<file path="src/sv/texture_uv_partials_assert.svh">
// Assertion macros shared by the texture UV partials RTL.
`ifndef TEXTURE_UV_PARTIALS_ASSERT_SVH
`define TEXTURE_UV_PARTIALS_ASSERT_SVH

// Same-cycle implication, reset masked.
`define TUP_ASSERT_NOW(label, ante, cons) \
    label: assert property (@(posedge clk) disable iff (!rst_n) (ante) |-> (cons)) \
        else $error("texture_uv_partials assertion failed");

// Next-cycle implication, reset masked.
`define TUP_ASSERT_NEXT(label, ante, cons) \
    label: assert property (@(posedge clk) disable iff (!rst_n) (ante) |=> (cons)) \
        else $error("texture_uv_partials assertion failed");

`endif

</file>
<file path="src/sv/tup_pkg.sv">
// ----------------------------------------------------------------------------
// tup_pkg
// Shared types and constants of the texture UV partials block.
// ----------------------------------------------------------------------------
package tup_pkg;

    localparam int ADDR_W    = 6;
    localparam int MEM_DEPTH = 64;

    typedef logic [ADDR_W-1:0] addr_t;

    // vector slots
    localparam logic [2:0] SLOT_NORMAL = 3'd0;
    localparam logic [2:0] SLOT_HIT    = 3'd1;
    localparam logic [2:0] SLOT_DPDU   = 3'd2;
    localparam logic [2:0] SLOT_DPDV   = 3'd3;
    localparam logic [2:0] SLOT_XORG   = 3'd4;
    localparam logic [2:0] SLOT_XDIR   = 3'd5;
    localparam logic [2:0] SLOT_YORG   = 3'd6;
    localparam logic [2:0] SLOT_YDIR   = 3'd7;

    // scratch words above the vector store
    localparam addr_t T_ZERO = 6'd24;
    localparam addr_t T_ONE  = 6'd25;
    localparam addr_t T_ACC  = 6'd26;
    localparam addr_t T_PRD  = 6'd27;
    localparam addr_t T_D    = 6'd28;
    localparam addr_t T_RX   = 6'd29;
    localparam addr_t T_RY   = 6'd30;
    localparam addr_t T_NUM  = 6'd31;
    localparam addr_t T_T    = 6'd32;
    localparam addr_t T_PX   = 6'd33;
    localparam addr_t T_PY   = 6'd36;
    localparam addr_t T_BX0  = 6'd39;
    localparam addr_t T_BX1  = 6'd40;
    localparam addr_t T_BY0  = 6'd41;
    localparam addr_t T_BY1  = 6'd42;
    localparam addr_t T_DET  = 6'd43;
    localparam addr_t T_N0   = 6'd44;
    localparam addr_t T_N1   = 6'd45;
    localparam addr_t T_R0   = 6'd46;
    localparam addr_t T_R2   = 6'd48;

    typedef enum logic [3:0] {
        OP_MUL,   // floor((a*b) >> frac)
        OP_ADD,   // a + b, wide
        OP_SUB,   // a - b, wide
        OP_ADDS,  // sat32(a + b)
        OP_SUBS,  // sat32(a - b)
        OP_DIV,   // sat32((a << frac) / b)
        OP_ONE,   // 1.0
        OP_ISZ,   // flag = a == 0
        OP_AGT,   // flag = |a| > |b|
        OP_AGTT,  // flag = |a| > threshold
        OP_OUT    // result register <= a
    } op_t;

    typedef enum logic [1:0] {
        OUTC_COMPUTED = 2'd0,
        OUTC_NODIFF   = 2'd1,
        OUTC_PARALLEL = 2'd2
    } outc_t;

    typedef struct packed {
        logic       capture;
        logic       ld_we;
        logic [1:0] ld_comp;
        logic       rd;
        logic       ex;
        logic       div_go;
        logic       wb;
        op_t        op;
        addr_t      ra;
        addr_t      rb;
        addr_t      wa;
        logic [1:0] out_idx;
    } cmd_t;

    typedef struct packed {
        logic flag;
        logic div_done;
        logic slot7;
        logic rhd;
    } stat_t;

endpackage

</file>
<file path="src/sv/tup_ctrl.sv">
// ----------------------------------------------------------------------------
// tup_ctrl
// Load sequencer and step program for the UV partials solve.
// ----------------------------------------------------------------------------
module tup_ctrl (
    input  logic           clk,
    input  logic           rst_n,
    input  logic           start,
    output logic           busy,
    output tup_pkg::cmd_t  cmd,
    input  tup_pkg::stat_t stat,
    output logic           done,
    output logic [1:0]     outcome,
    output logic           x_system_singular,
    output logic           y_system_singular
);

    typedef enum logic [2:0] {S_IDLE, S_LOAD, S_RD, S_EX, S_DW, S_WB, S_DONE} state_t;

    // program points
    localparam logic [6:0] PC_CHKD  = 7'd1;
    localparam logic [6:0] PC_ZRX   = 7'd18;
    localparam logic [6:0] PC_ZRY   = 7'd19;
    localparam logic [6:0] PC_A01   = 7'd48;
    localparam logic [6:0] PC_A02   = 7'd49;
    localparam logic [6:0] PC_A12   = 7'd50;
    localparam logic [6:0] PC_SING  = 7'd58;
    localparam logic [6:0] PC_XSOL  = 7'd59;
    localparam logic [6:0] PC_XEND  = 7'd66;
    localparam logic [6:0] PC_XFB   = 7'd67;
    localparam logic [6:0] PC_XFBE  = 7'd68;
    localparam logic [6:0] PC_YSOL  = 7'd69;
    localparam logic [6:0] PC_YEND  = 7'd76;
    localparam logic [6:0] PC_YFB   = 7'd77;
    localparam logic [6:0] PC_YFBE  = 7'd78;
    localparam logic [6:0] PC_OUT   = 7'd79;
    localparam logic [6:0] PC_LAST  = 7'd82;

    typedef struct packed {
        tup_pkg::op_t   op;
        tup_pkg::addr_t ra;
        tup_pkg::addr_t rb;
        tup_pkg::addr_t wa;
    } instr_t;

    function automatic tup_pkg::addr_t vaddr(input logic [2:0] s, input logic [1:0] c);
        return tup_pkg::addr_t'({s, 1'b0}) + tup_pkg::addr_t'(s) + tup_pkg::addr_t'(c);
    endfunction

    // five-step dot product, last step saturates into dst
    function automatic instr_t dot_step(input logic [6:0] k, input logic [2:0] s1,
                                        input logic [2:0] s2, input tup_pkg::addr_t dst);
        instr_t i;
        unique case (k[2:0])
            3'd0:    i = '{tup_pkg::OP_MUL, vaddr(s1, 2'd0), vaddr(s2, 2'd0), tup_pkg::T_ACC};
            3'd1:    i = '{tup_pkg::OP_MUL, vaddr(s1, 2'd1), vaddr(s2, 2'd1), tup_pkg::T_PRD};
            3'd2:    i = '{tup_pkg::OP_ADD, tup_pkg::T_ACC, tup_pkg::T_PRD, tup_pkg::T_ACC};
            3'd3:    i = '{tup_pkg::OP_MUL, vaddr(s1, 2'd2), vaddr(s2, 2'd2), tup_pkg::T_PRD};
            default: i = '{tup_pkg::OP_ADDS, tup_pkg::T_ACC, tup_pkg::T_PRD, dst};
        endcase
        return i;
    endfunction

    // plane point: o + t*dir per component
    function automatic instr_t pp_step(input logic [6:0] k, input logic [2:0] os,
                                       input logic [2:0] ds, input tup_pkg::addr_t dst);
        instr_t i;
        logic [1:0] c;
        c = k[2:1];
        if (!k[0])
        begin
            i = '{tup_pkg::OP_MUL, tup_pkg::T_T, vaddr(ds, c), tup_pkg::T_PRD};
        end
        else
        begin
            i = '{tup_pkg::OP_ADDS, vaddr(os, c), tup_pkg::T_PRD,
                  dst + tup_pkg::addr_t'(c)};
        end
        return i;
    endfunction

    // Cramer solve of one 2x2 system into r0, r0+1
    function automatic instr_t sv_step(input logic [6:0] k, input logic [1:0] a0,
                                       input logic [1:0] a1, input tup_pkg::addr_t b0,
                                       input tup_pkg::addr_t b1, input tup_pkg::addr_t r0);
        instr_t i;
        unique case (k[2:0])
            3'd0: i = '{tup_pkg::OP_MUL, vaddr(tup_pkg::SLOT_DPDV, a1), b0, tup_pkg::T_ACC};
            3'd1: i = '{tup_pkg::OP_MUL, vaddr(tup_pkg::SLOT_DPDV, a0), b1, tup_pkg::T_PRD};
            3'd2: i = '{tup_pkg::OP_SUBS, tup_pkg::T_ACC, tup_pkg::T_PRD, tup_pkg::T_N0};
            3'd3: i = '{tup_pkg::OP_MUL, vaddr(tup_pkg::SLOT_DPDU, a0), b1, tup_pkg::T_ACC};
            3'd4: i = '{tup_pkg::OP_MUL, vaddr(tup_pkg::SLOT_DPDU, a1), b0, tup_pkg::T_PRD};
            3'd5: i = '{tup_pkg::OP_SUBS, tup_pkg::T_ACC, tup_pkg::T_PRD, tup_pkg::T_N1};
            3'd6: i = '{tup_pkg::OP_DIV, tup_pkg::T_N0, tup_pkg::T_DET, r0};
            default: i = '{tup_pkg::OP_DIV, tup_pkg::T_N1, tup_pkg::T_DET,
                           r0 + tup_pkg::addr_t'(1)};
        endcase
        return i;
    endfunction

    state_t         state_reg, state_next;
    logic [6:0]     pc_reg, pc_next;
    logic [1:0]     comp_reg, comp_next;
    logic [1:0]     a0_reg, a0_next;
    logic [1:0]     a1_reg, a1_next;
    logic           f01_reg, f01_next;
    logic           f02_reg, f02_next;
    logic           sing_reg, sing_next;
    tup_pkg::outc_t outc_reg, outc_next;
    instr_t         ins;
    logic [6:0]     k;
    logic [1:0]     oi;

    // step program
    always_comb
    begin
        k   = '0;
        oi  = 2'(pc_reg - PC_OUT);
        ins = '{tup_pkg::OP_OUT, tup_pkg::T_ZERO, tup_pkg::T_ZERO, tup_pkg::T_ZERO};
        priority if (pc_reg == 7'd0)
            ins = '{tup_pkg::OP_SUB, vaddr(tup_pkg::SLOT_NORMAL, 2'd0),
                    vaddr(tup_pkg::SLOT_NORMAL, 2'd0), tup_pkg::T_ZERO};
        else if (pc_reg == PC_CHKD)
            ins = '{tup_pkg::OP_ONE, tup_pkg::T_ZERO, tup_pkg::T_ZERO, tup_pkg::T_ONE};
        else if (pc_reg <= 7'd6)
        begin
            k   = pc_reg - 7'd2;
            ins = dot_step(k, tup_pkg::SLOT_NORMAL, tup_pkg::SLOT_HIT, tup_pkg::T_D);
        end
        else if (pc_reg == 7'd7)
            ins = '{tup_pkg::OP_SUBS, tup_pkg::T_ZERO, tup_pkg::T_D, tup_pkg::T_D};
        else if (pc_reg <= 7'd12)
        begin
            k   = pc_reg - 7'd8;
            ins = dot_step(k, tup_pkg::SLOT_NORMAL, tup_pkg::SLOT_XDIR, tup_pkg::T_RX);
        end
        else if (pc_reg <= 7'd17)
        begin
            k   = pc_reg - 7'd13;
            ins = dot_step(k, tup_pkg::SLOT_NORMAL, tup_pkg::SLOT_YDIR, tup_pkg::T_RY);
        end
        else if (pc_reg == PC_ZRX)
            ins = '{tup_pkg::OP_ISZ, tup_pkg::T_RX, tup_pkg::T_ZERO, tup_pkg::T_ZERO};
        else if (pc_reg == PC_ZRY)
            ins = '{tup_pkg::OP_ISZ, tup_pkg::T_RY, tup_pkg::T_ZERO, tup_pkg::T_ZERO};
        else if (pc_reg <= 7'd24)
        begin
            k   = pc_reg - 7'd20;
            ins = dot_step(k, tup_pkg::SLOT_NORMAL, tup_pkg::SLOT_XORG, tup_pkg::T_NUM);
        end
        else if (pc_reg == 7'd25)
            ins = '{tup_pkg::OP_ADDS, tup_pkg::T_NUM, tup_pkg::T_D, tup_pkg::T_NUM};
        else if (pc_reg == 7'd26)
            ins = '{tup_pkg::OP_SUB, tup_pkg::T_ZERO, tup_pkg::T_NUM, tup_pkg::T_NUM};
        else if (pc_reg == 7'd27)
            ins = '{tup_pkg::OP_DIV, tup_pkg::T_NUM, tup_pkg::T_RX, tup_pkg::T_T};
        else if (pc_reg <= 7'd33)
        begin
            k   = pc_reg - 7'd28;
            ins = pp_step(k, tup_pkg::SLOT_XORG, tup_pkg::SLOT_XDIR, tup_pkg::T_PX);
        end
        else if (pc_reg <= 7'd38)
        begin
            k   = pc_reg - 7'd34;
            ins = dot_step(k, tup_pkg::SLOT_NORMAL, tup_pkg::SLOT_YORG, tup_pkg::T_NUM);
        end
        else if (pc_reg == 7'd39)
            ins = '{tup_pkg::OP_ADDS, tup_pkg::T_NUM, tup_pkg::T_D, tup_pkg::T_NUM};
        else if (pc_reg == 7'd40)
            ins = '{tup_pkg::OP_SUB, tup_pkg::T_ZERO, tup_pkg::T_NUM, tup_pkg::T_NUM};
        else if (pc_reg == 7'd41)
            ins = '{tup_pkg::OP_DIV, tup_pkg::T_NUM, tup_pkg::T_RY, tup_pkg::T_T};
        else if (pc_reg <= 7'd47)
        begin
            k   = pc_reg - 7'd42;
            ins = pp_step(k, tup_pkg::SLOT_YORG, tup_pkg::SLOT_YDIR, tup_pkg::T_PY);
        end
        else if (pc_reg == PC_A01)
            ins = '{tup_pkg::OP_AGT, vaddr(tup_pkg::SLOT_NORMAL, 2'd0),
                    vaddr(tup_pkg::SLOT_NORMAL, 2'd1), tup_pkg::T_ZERO};
        else if (pc_reg == PC_A02)
            ins = '{tup_pkg::OP_AGT, vaddr(tup_pkg::SLOT_NORMAL, 2'd0),
                    vaddr(tup_pkg::SLOT_NORMAL, 2'd2), tup_pkg::T_ZERO};
        else if (pc_reg == PC_A12)
            ins = '{tup_pkg::OP_AGT, vaddr(tup_pkg::SLOT_NORMAL, 2'd1),
                    vaddr(tup_pkg::SLOT_NORMAL, 2'd2), tup_pkg::T_ZERO};
        else if (pc_reg == 7'd51)
            ins = '{tup_pkg::OP_SUBS, tup_pkg::T_PX + tup_pkg::addr_t'(a0_reg),
                    vaddr(tup_pkg::SLOT_HIT, a0_reg), tup_pkg::T_BX0};
        else if (pc_reg == 7'd52)
            ins = '{tup_pkg::OP_SUBS, tup_pkg::T_PX + tup_pkg::addr_t'(a1_reg),
                    vaddr(tup_pkg::SLOT_HIT, a1_reg), tup_pkg::T_BX1};
        else if (pc_reg == 7'd53)
            ins = '{tup_pkg::OP_SUBS, tup_pkg::T_PY + tup_pkg::addr_t'(a0_reg),
                    vaddr(tup_pkg::SLOT_HIT, a0_reg), tup_pkg::T_BY0};
        else if (pc_reg == 7'd54)
            ins = '{tup_pkg::OP_SUBS, tup_pkg::T_PY + tup_pkg::addr_t'(a1_reg),
                    vaddr(tup_pkg::SLOT_HIT, a1_reg), tup_pkg::T_BY1};
        else if (pc_reg == 7'd55)
            ins = '{tup_pkg::OP_MUL, vaddr(tup_pkg::SLOT_DPDU, a0_reg),
                    vaddr(tup_pkg::SLOT_DPDV, a1_reg), tup_pkg::T_ACC};
        else if (pc_reg == 7'd56)
            ins = '{tup_pkg::OP_MUL, vaddr(tup_pkg::SLOT_DPDV, a0_reg),
                    vaddr(tup_pkg::SLOT_DPDU, a1_reg), tup_pkg::T_PRD};
        else if (pc_reg == 7'd57)
            ins = '{tup_pkg::OP_SUB, tup_pkg::T_ACC, tup_pkg::T_PRD, tup_pkg::T_DET};
        else if (pc_reg == PC_SING)
            ins = '{tup_pkg::OP_AGTT, tup_pkg::T_DET, tup_pkg::T_ZERO, tup_pkg::T_ZERO};
        else if (pc_reg <= PC_XEND)
        begin
            k   = pc_reg - PC_XSOL;
            ins = sv_step(k, a0_reg, a1_reg, tup_pkg::T_BX0, tup_pkg::T_BX1, tup_pkg::T_R0);
        end
        else if (pc_reg == PC_XFB)
            ins = '{tup_pkg::OP_ADD, tup_pkg::T_ONE, tup_pkg::T_ZERO, tup_pkg::T_R0};
        else if (pc_reg == PC_XFBE)
            ins = '{tup_pkg::OP_ADD, tup_pkg::T_ZERO, tup_pkg::T_ZERO,
                    tup_pkg::T_R0 + tup_pkg::addr_t'(1)};
        else if (pc_reg <= PC_YEND)
        begin
            k   = pc_reg - PC_YSOL;
            ins = sv_step(k, a0_reg, a1_reg, tup_pkg::T_BY0, tup_pkg::T_BY1, tup_pkg::T_R2);
        end
        else if (pc_reg == PC_YFB)
            ins = '{tup_pkg::OP_ADD, tup_pkg::T_ZERO, tup_pkg::T_ZERO, tup_pkg::T_R2};
        else if (pc_reg == PC_YFBE)
            ins = '{tup_pkg::OP_ADD, tup_pkg::T_ONE, tup_pkg::T_ZERO,
                    tup_pkg::T_R2 + tup_pkg::addr_t'(1)};
        else
        begin
            // result copy; zeros unless the outcome is COMPUTED
            ins.op = tup_pkg::OP_OUT;
            ins.ra = (outc_reg == tup_pkg::OUTC_COMPUTED)
                     ? tup_pkg::T_R0 + tup_pkg::addr_t'(oi) : tup_pkg::T_ZERO;
        end
    end

    // sequencing
    always_comb
    begin
        state_next = state_reg;
        pc_next    = pc_reg;
        comp_next  = comp_reg;
        a0_next    = a0_reg;
        a1_next    = a1_reg;
        f01_next   = f01_reg;
        f02_next   = f02_reg;
        sing_next  = sing_reg;
        outc_next  = outc_reg;
        unique case (state_reg)
            S_IDLE:
            begin
                comp_next = 2'd0;
                if (start)
                begin
                    state_next = S_LOAD;
                end
            end
            S_LOAD:
            begin
                comp_next = comp_reg + 2'd1;
                if (comp_reg == 2'd2)
                begin
                    pc_next    = '0;
                    outc_next  = tup_pkg::OUTC_COMPUTED;
                    sing_next  = 1'b0;
                    state_next = stat.slot7 ? S_RD : S_IDLE;
                end
            end
            S_RD:
            begin
                state_next = S_EX;
            end
            S_EX:
            begin
                state_next = (ins.op == tup_pkg::OP_DIV) ? S_DW : S_WB;
            end
            S_DW:
            begin
                if (stat.div_done)
                begin
                    state_next = S_WB;
                end
            end
            S_WB:
            begin
                state_next = S_RD;
                pc_next    = pc_reg + 7'd1;
                priority if (pc_reg == PC_CHKD && !stat.rhd)
                begin
                    outc_next = tup_pkg::OUTC_NODIFF;
                    pc_next   = PC_OUT;
                end
                else if ((pc_reg == PC_ZRX || pc_reg == PC_ZRY) && stat.flag)
                begin
                    outc_next = tup_pkg::OUTC_PARALLEL;
                    pc_next   = PC_OUT;
                end
                else if (pc_reg == PC_A01)
                    f01_next = stat.flag;
                else if (pc_reg == PC_A02)
                    f02_next = stat.flag;
                else if (pc_reg == PC_A12)
                begin
                    // drop the axis where the normal is largest
                    if (f01_reg && f02_reg)
                    begin
                        a0_next = 2'd1;
                        a1_next = 2'd2;
                    end
                    else if (stat.flag)
                    begin
                        a0_next = 2'd0;
                        a1_next = 2'd2;
                    end
                    else
                    begin
                        a0_next = 2'd0;
                        a1_next = 2'd1;
                    end
                end
                else if (pc_reg == PC_SING)
                begin
                    sing_next = !stat.flag;
                    pc_next   = stat.flag ? PC_XSOL : PC_XFB;
                end
                else if (pc_reg == PC_XEND || pc_reg == PC_XFBE)
                    pc_next = sing_reg ? PC_YFB : PC_YSOL;
                else if (pc_reg == PC_YEND || pc_reg == PC_YFBE)
                    pc_next = PC_OUT;
                else if (pc_reg == PC_LAST)
                    state_next = S_DONE;
                else
                    pc_next = pc_reg + 7'd1;
            end
            S_DONE:
            begin
                state_next = S_IDLE;
            end
            default:
            begin
                state_next = S_IDLE;
            end
        endcase
    end

    always_ff @(posedge clk or negedge rst_n)
    begin
        if (!rst_n)
        begin
            state_reg <= S_IDLE;
            pc_reg    <= '0;
            comp_reg  <= '0;
            a0_reg    <= '0;
            a1_reg    <= '0;
            f01_reg   <= 1'b0;
            f02_reg   <= 1'b0;
            sing_reg  <= 1'b0;
            outc_reg  <= tup_pkg::OUTC_COMPUTED;
        end
        else
        begin
            state_reg <= state_next;
            pc_reg    <= pc_next;
            comp_reg  <= comp_next;
            a0_reg    <= a0_next;
            a1_reg    <= a1_next;
            f01_reg   <= f01_next;
            f02_reg   <= f02_next;
            sing_reg  <= sing_next;
            outc_reg  <= outc_next;
        end
    end

    always_comb
    begin
        cmd.capture = (state_reg == S_IDLE) && start;
        cmd.ld_we   = (state_reg == S_LOAD);
        cmd.ld_comp = comp_reg;
        cmd.rd      = (state_reg == S_RD);
        cmd.ex      = (state_reg == S_EX);
        cmd.div_go  = (state_reg == S_EX) && (ins.op == tup_pkg::OP_DIV);
        cmd.wb      = (state_reg == S_WB);
        cmd.op      = ins.op;
        cmd.ra      = ins.ra;
        cmd.rb      = ins.rb;
        cmd.wa      = ins.wa;
        cmd.out_idx = oi;
    end

    assign busy              = (state_reg != S_IDLE);
    assign done              = (state_reg == S_DONE);
    assign outcome           = outc_reg;
    assign x_system_singular = sing_reg && (outc_reg == tup_pkg::OUTC_COMPUTED);
    assign y_system_singular = sing_reg && (outc_reg == tup_pkg::OUTC_COMPUTED);

`include "texture_uv_partials_assert.svh"

    `TUP_ASSERT_NEXT(a_done_pulse, done, !done)
    `TUP_ASSERT_NOW(a_sing_only_computed, done && x_system_singular, outcome == tup_pkg::OUTC_COMPUTED)
    `TUP_ASSERT_NEXT(a_capture_busy, start && !busy, busy && state_reg == S_LOAD)
    `TUP_ASSERT_NOW(a_div_wait_op, state_reg == S_DW, ins.op == tup_pkg::OP_DIV)

endmodule

</file>
<file path="config.mk">
export PLATFORM = sky130hd
export DESIGN_NAME = tup_ctrl
export DESIGN_NICKNAME = d
export VERILOG_FILES = /design/src/sv/tup_pkg.sv /design/src/sv/tup_ctrl.sv
export VERILOG_INCLUDE_DIRS = /design/src /design/src/sv
export SDC_FILE = /design/constraint.sdc
export NUM_CORES = 1
export LEC_CHECK = 0
export ABC_AREA = 1
export BUFFER_PORTS_ARGS = -buffer_cell sky130_fd_sc_hd__buf_4
export CELL_PAD_IN_SITES_DETAIL_PLACEMENT = 1
export CELL_PAD_IN_SITES_GLOBAL_PLACEMENT = 2
export CORE_MARGIN = 5
export CORE_UTILIZATION = 34
export DETAILED_ROUTE_END_ITERATION = 8
export GPL_ROUTABILITY_DRIVEN = 0
export GPL_TIMING_DRIVEN = 0
export PLACE_DENSITY = 0.92
export SKIP_CTS_REPAIR_TIMING = 1
export SYNTH_ARGS = -nofsm -noshare
export SYNTH_HDL_FRONTEND = slang
export SYNTH_SLANG_ARGS = --single-unit
</file>
<file path="constraint.sdc">
create_clock -name clk -period 7.5 [get_ports clk]
set_clock_uncertainty 0.15 [all_clocks]
set_input_delay 0.75 -clock clk [delete_from_list [all_inputs] [get_ports clk]]
set_output_delay 0.75 -clock clk [all_outputs]
set_load 0.01 [all_outputs]
</file>
==> impl_metrics.csv <==
group,metric,value,unit
run_status,status,"completed",
pwr,p_total,2140,uW
floorplanning,num_rows,43,
global_route,grt_pass1_vias,5983,
synthesis,syn_area_per_cell,5.61,um2
pwr,power_switching,1290,uW
place,io_buffers,44,
pwr,p_per_area,400,nW/um2
clock_tree,cts_buffer_depth,2,
routing,num_vias,5886,
global_route,grt_overflow,0,
synthesis,yosysWarnings,0,
synthesis,synthDistinctLibCells,57,
floorplanning,fp.dieW,128,um
synthesis,syn_nets,868,
global_route,antenna_found_initial,0,
floorplanning,die_y,128,um
setup_path,worstSetupEndpointType,"output pin",
clock_tree,cts_tree,"built",
setup_path,critPathKind,"flop to output pin",
finish,diodes,0,
finish,stdcell_area,5350,um2
timing,tightestPinTransition,0.770,ns
routing,dr.pass1.iters,5,
timing,finalSetupViolCount,0,
setup_path,critPathMaxFanout,12,
global_route,grt_pass1_wl,32.9,mm
pwr,ir_drop,0.167,mV
synthesis,yosysSeqAreaShare,0.106,
finish,syn_to_final_growth,13.7,%
pwr,switching_share,0.603,
synthesis,netlist_area,4710,um2
routing,viasPerCell,5.52,
timing,fmax,174,MHz
timing,final.setup.tns,0,ns
clock_tree,clk_pin_slew,0.06,ns
place,post_dp_cell_area,5270,um2
global_route,track_usage,0.252,
global_route,grt_max_degree,21,
finish,drive_gt1_frac,0.165,
routing,antenna_left,0,
place,pre_cts_ws,2.17,ns
finish,mostFrequentLayoutCells,"nand2_1 (195), nor2_1 (124), inv_1 (109), a21oi_1 (71), o21ai_0 (67)",
synthesis,synth_edf_count,0,
synthesis,synthFlopType,"dfrtp_1",
floorplanning,start_util,0.343,
timing,min_period,5.74,ns
timing,maxSlewHeadroom,0.484,
flow_run,max-cap-violations,0,
worst_hold_path,min_path_type,"input pin to asynchronous set/reset pin",
routing,drt-total-wl,21.0,mm
clock_tree,cts_sinks,20,
finish,final_common_cell,"nand2_1",
pwr,seqPwrFrac,0.083,
synthesis,synthesis.instances,839,
timing,min_period_over_period,0.765,
pwr,power.leakage,0.00275,uW
floorplanning,dieArea,16300,um2
setup_path,crit_required,6.60,ns
floorplanning,ios,45,
finish,fin_util,0.390,
setup_path,startpoint,"pc_reg[1]$_DFFE_PN0P_",
setup_path,crit-reg2reg-launch,"pc_reg[1]$_DFFE_PN0P_",
clock_tree,clock_latency,0.26,ns
routing,drc,0,
clock_tree,root_buffer,"clkbuf_16",
finish,largest_reg_flops,7,
finish,nets,917,
synthesis,synthArstFlopShare,1.00,
pwr,intPower,850,uW
timing,finalHoldViolCount,0,
setup_path,crit_path_start_kind,"flop",
timing,rsz0062_at_grt,"false",
pwr,clockPowerShare,0.058,
floorplanning,core,13700,um2
setup_path,cp.arrival,4.84,ns
pwr,power_frac_comb,0.859,
routing,drtIter0Drc,444,
timing,worst_slack,1.76,ns
clock_tree,h-tree-depth,1,
timing,slew_violations,0,
setup_path,r2r_cells,26,
setup_path,r2r_slack,2.75,ns
place,dp_hpwl,17.3,mm
clock_tree,cts_inserted_buffers,3,
synthesis,ys_ff_latch,20,
routing,detail_route.wl_per_cell,19.7,um
## critical path: stages (launching register included)
cell and delay (ns):
dfrtp_1 0.68, inv_1 0.43, ha_1 0.42, ha_1 0.45, nor2_1 0.17, nor2_1 0.25
nand2_1 0.15, o21ai_0 0.23, nand2_1 0.14, nand3_1 0.12, nand2_1 0.08, a21oi_2 0.17
o21ai_1 0.08, nand2_1 0.07, nand2_1 0.06, a21oi_1 0.15, o21ai_1 0.09, nand2_1 0.08
nand2_1 0.09, nand2_1 0.07, nand2_1 0.06, nand2_1 0.06, nand2_1 0.07, nor2_2 0.11
nand3_2 0.07, nor2_1 0.10, buf_4 0.13
## worst paths after layout
path,endpoint
setup / recovery,cmd[25]
hold / removal,comp_reg[0]$_DFFE_PN0P_
min in group clk,f02_reg$_DFFE_PN0P_
max in group asynchronous,f01_reg$_DFFE_PN0P_
setup reg to reg,state_reg[0]$_DFFE_PN0P_
hold reg to reg,f02_reg$_DFFE_PN0P_
## power groups by stage
stage	combinational [uW]	sequential, uW	clock (uW)
5_1_grt	2010	181	131
6_report	1840	178	125
3_5_place_dp	1810	178	0
2_1_floorplan	1190	166	0
4_1_cts	1820	177	126
3_3_place_gp	1800	178	0
## per-layer routing
layer	GRT usage	part of all wire
met5	0	0
met4	0.0599	0.025
met3	0.0238	0.052
met2	0.419	0.46
met1	0.354	0.47
## through the flow
stage	std cells	hold WS [ns]
4_1_cts	1067	0.230
6_report	1067	0.219
5_1_grt	1067	0.238
3_5_place_dp	1063	0.333
2_1_floorplan	839	0.304
3_3_place_gp	1063	0.318
## final cells by class
class	count	area, um2
Tap cell	180	225
Clock buffer	4	88.8
Multi-Input combinational cell	663	3500
Inverter	137	536
Sequential cell	20	500
Timing Repair Buffer	44	330
Buffer	19	173
Fill cell	1981	8370
## Yosys cell counts (2+ instances only)
cell,number,area [um2]
nand2_1,195,732
nor2_1,124,465
inv_1,109,409
a21oi_1,71,355
o21ai_0,67,335
nand3_1,31,155
ha_1,22,275
dfrtp_1,20,500
inv_2,20,75.1
nor3_1,17,85.1
nor2_2,15,93.8
o21ai_1,13,65.1
buf_6,10,113
nor2_4,10,113
o31ai_1,10,75.1
nand2_2,8,50.1
nand4_1,8,50.1
a31oi_1,7,43.8
o22ai_1,7,43.8
nor4_1,6,37.5
buf_2,4,20.0
nor2_8,4,80.1
o2111ai_1,4,35.0
xor2_1,4,35.0
a211oi_1,3,22.5
a21oi_2,3,26.3
buf_4,3,22.5
clkinv_1,3,11.3
nand3_2,3,30.0
nor3_4,3,48.8
o211ai_1,3,22.5
o21ai_2,3,26.3
a21boi_0,2,15.0
nand2_4,2,22.5
o211ai_2,2,25.0
o21bai_1,2,15.0
## logic make-up after synthesis
group                    count (synthesis)  synth area share
multiplexers                             1           0.00213
AO/OA/AOI/OAI                          206             0.251
AND/OR/NAND/NOR                        430             0.425
adder cells (fa/ha/maj)                 22            0.0584
buffers and inverters                  156             0.150
XOR/XNOR                                 4           0.00744
flip-flops                              20             0.106
Note: power is estimated with default switching activity, not from simulation.
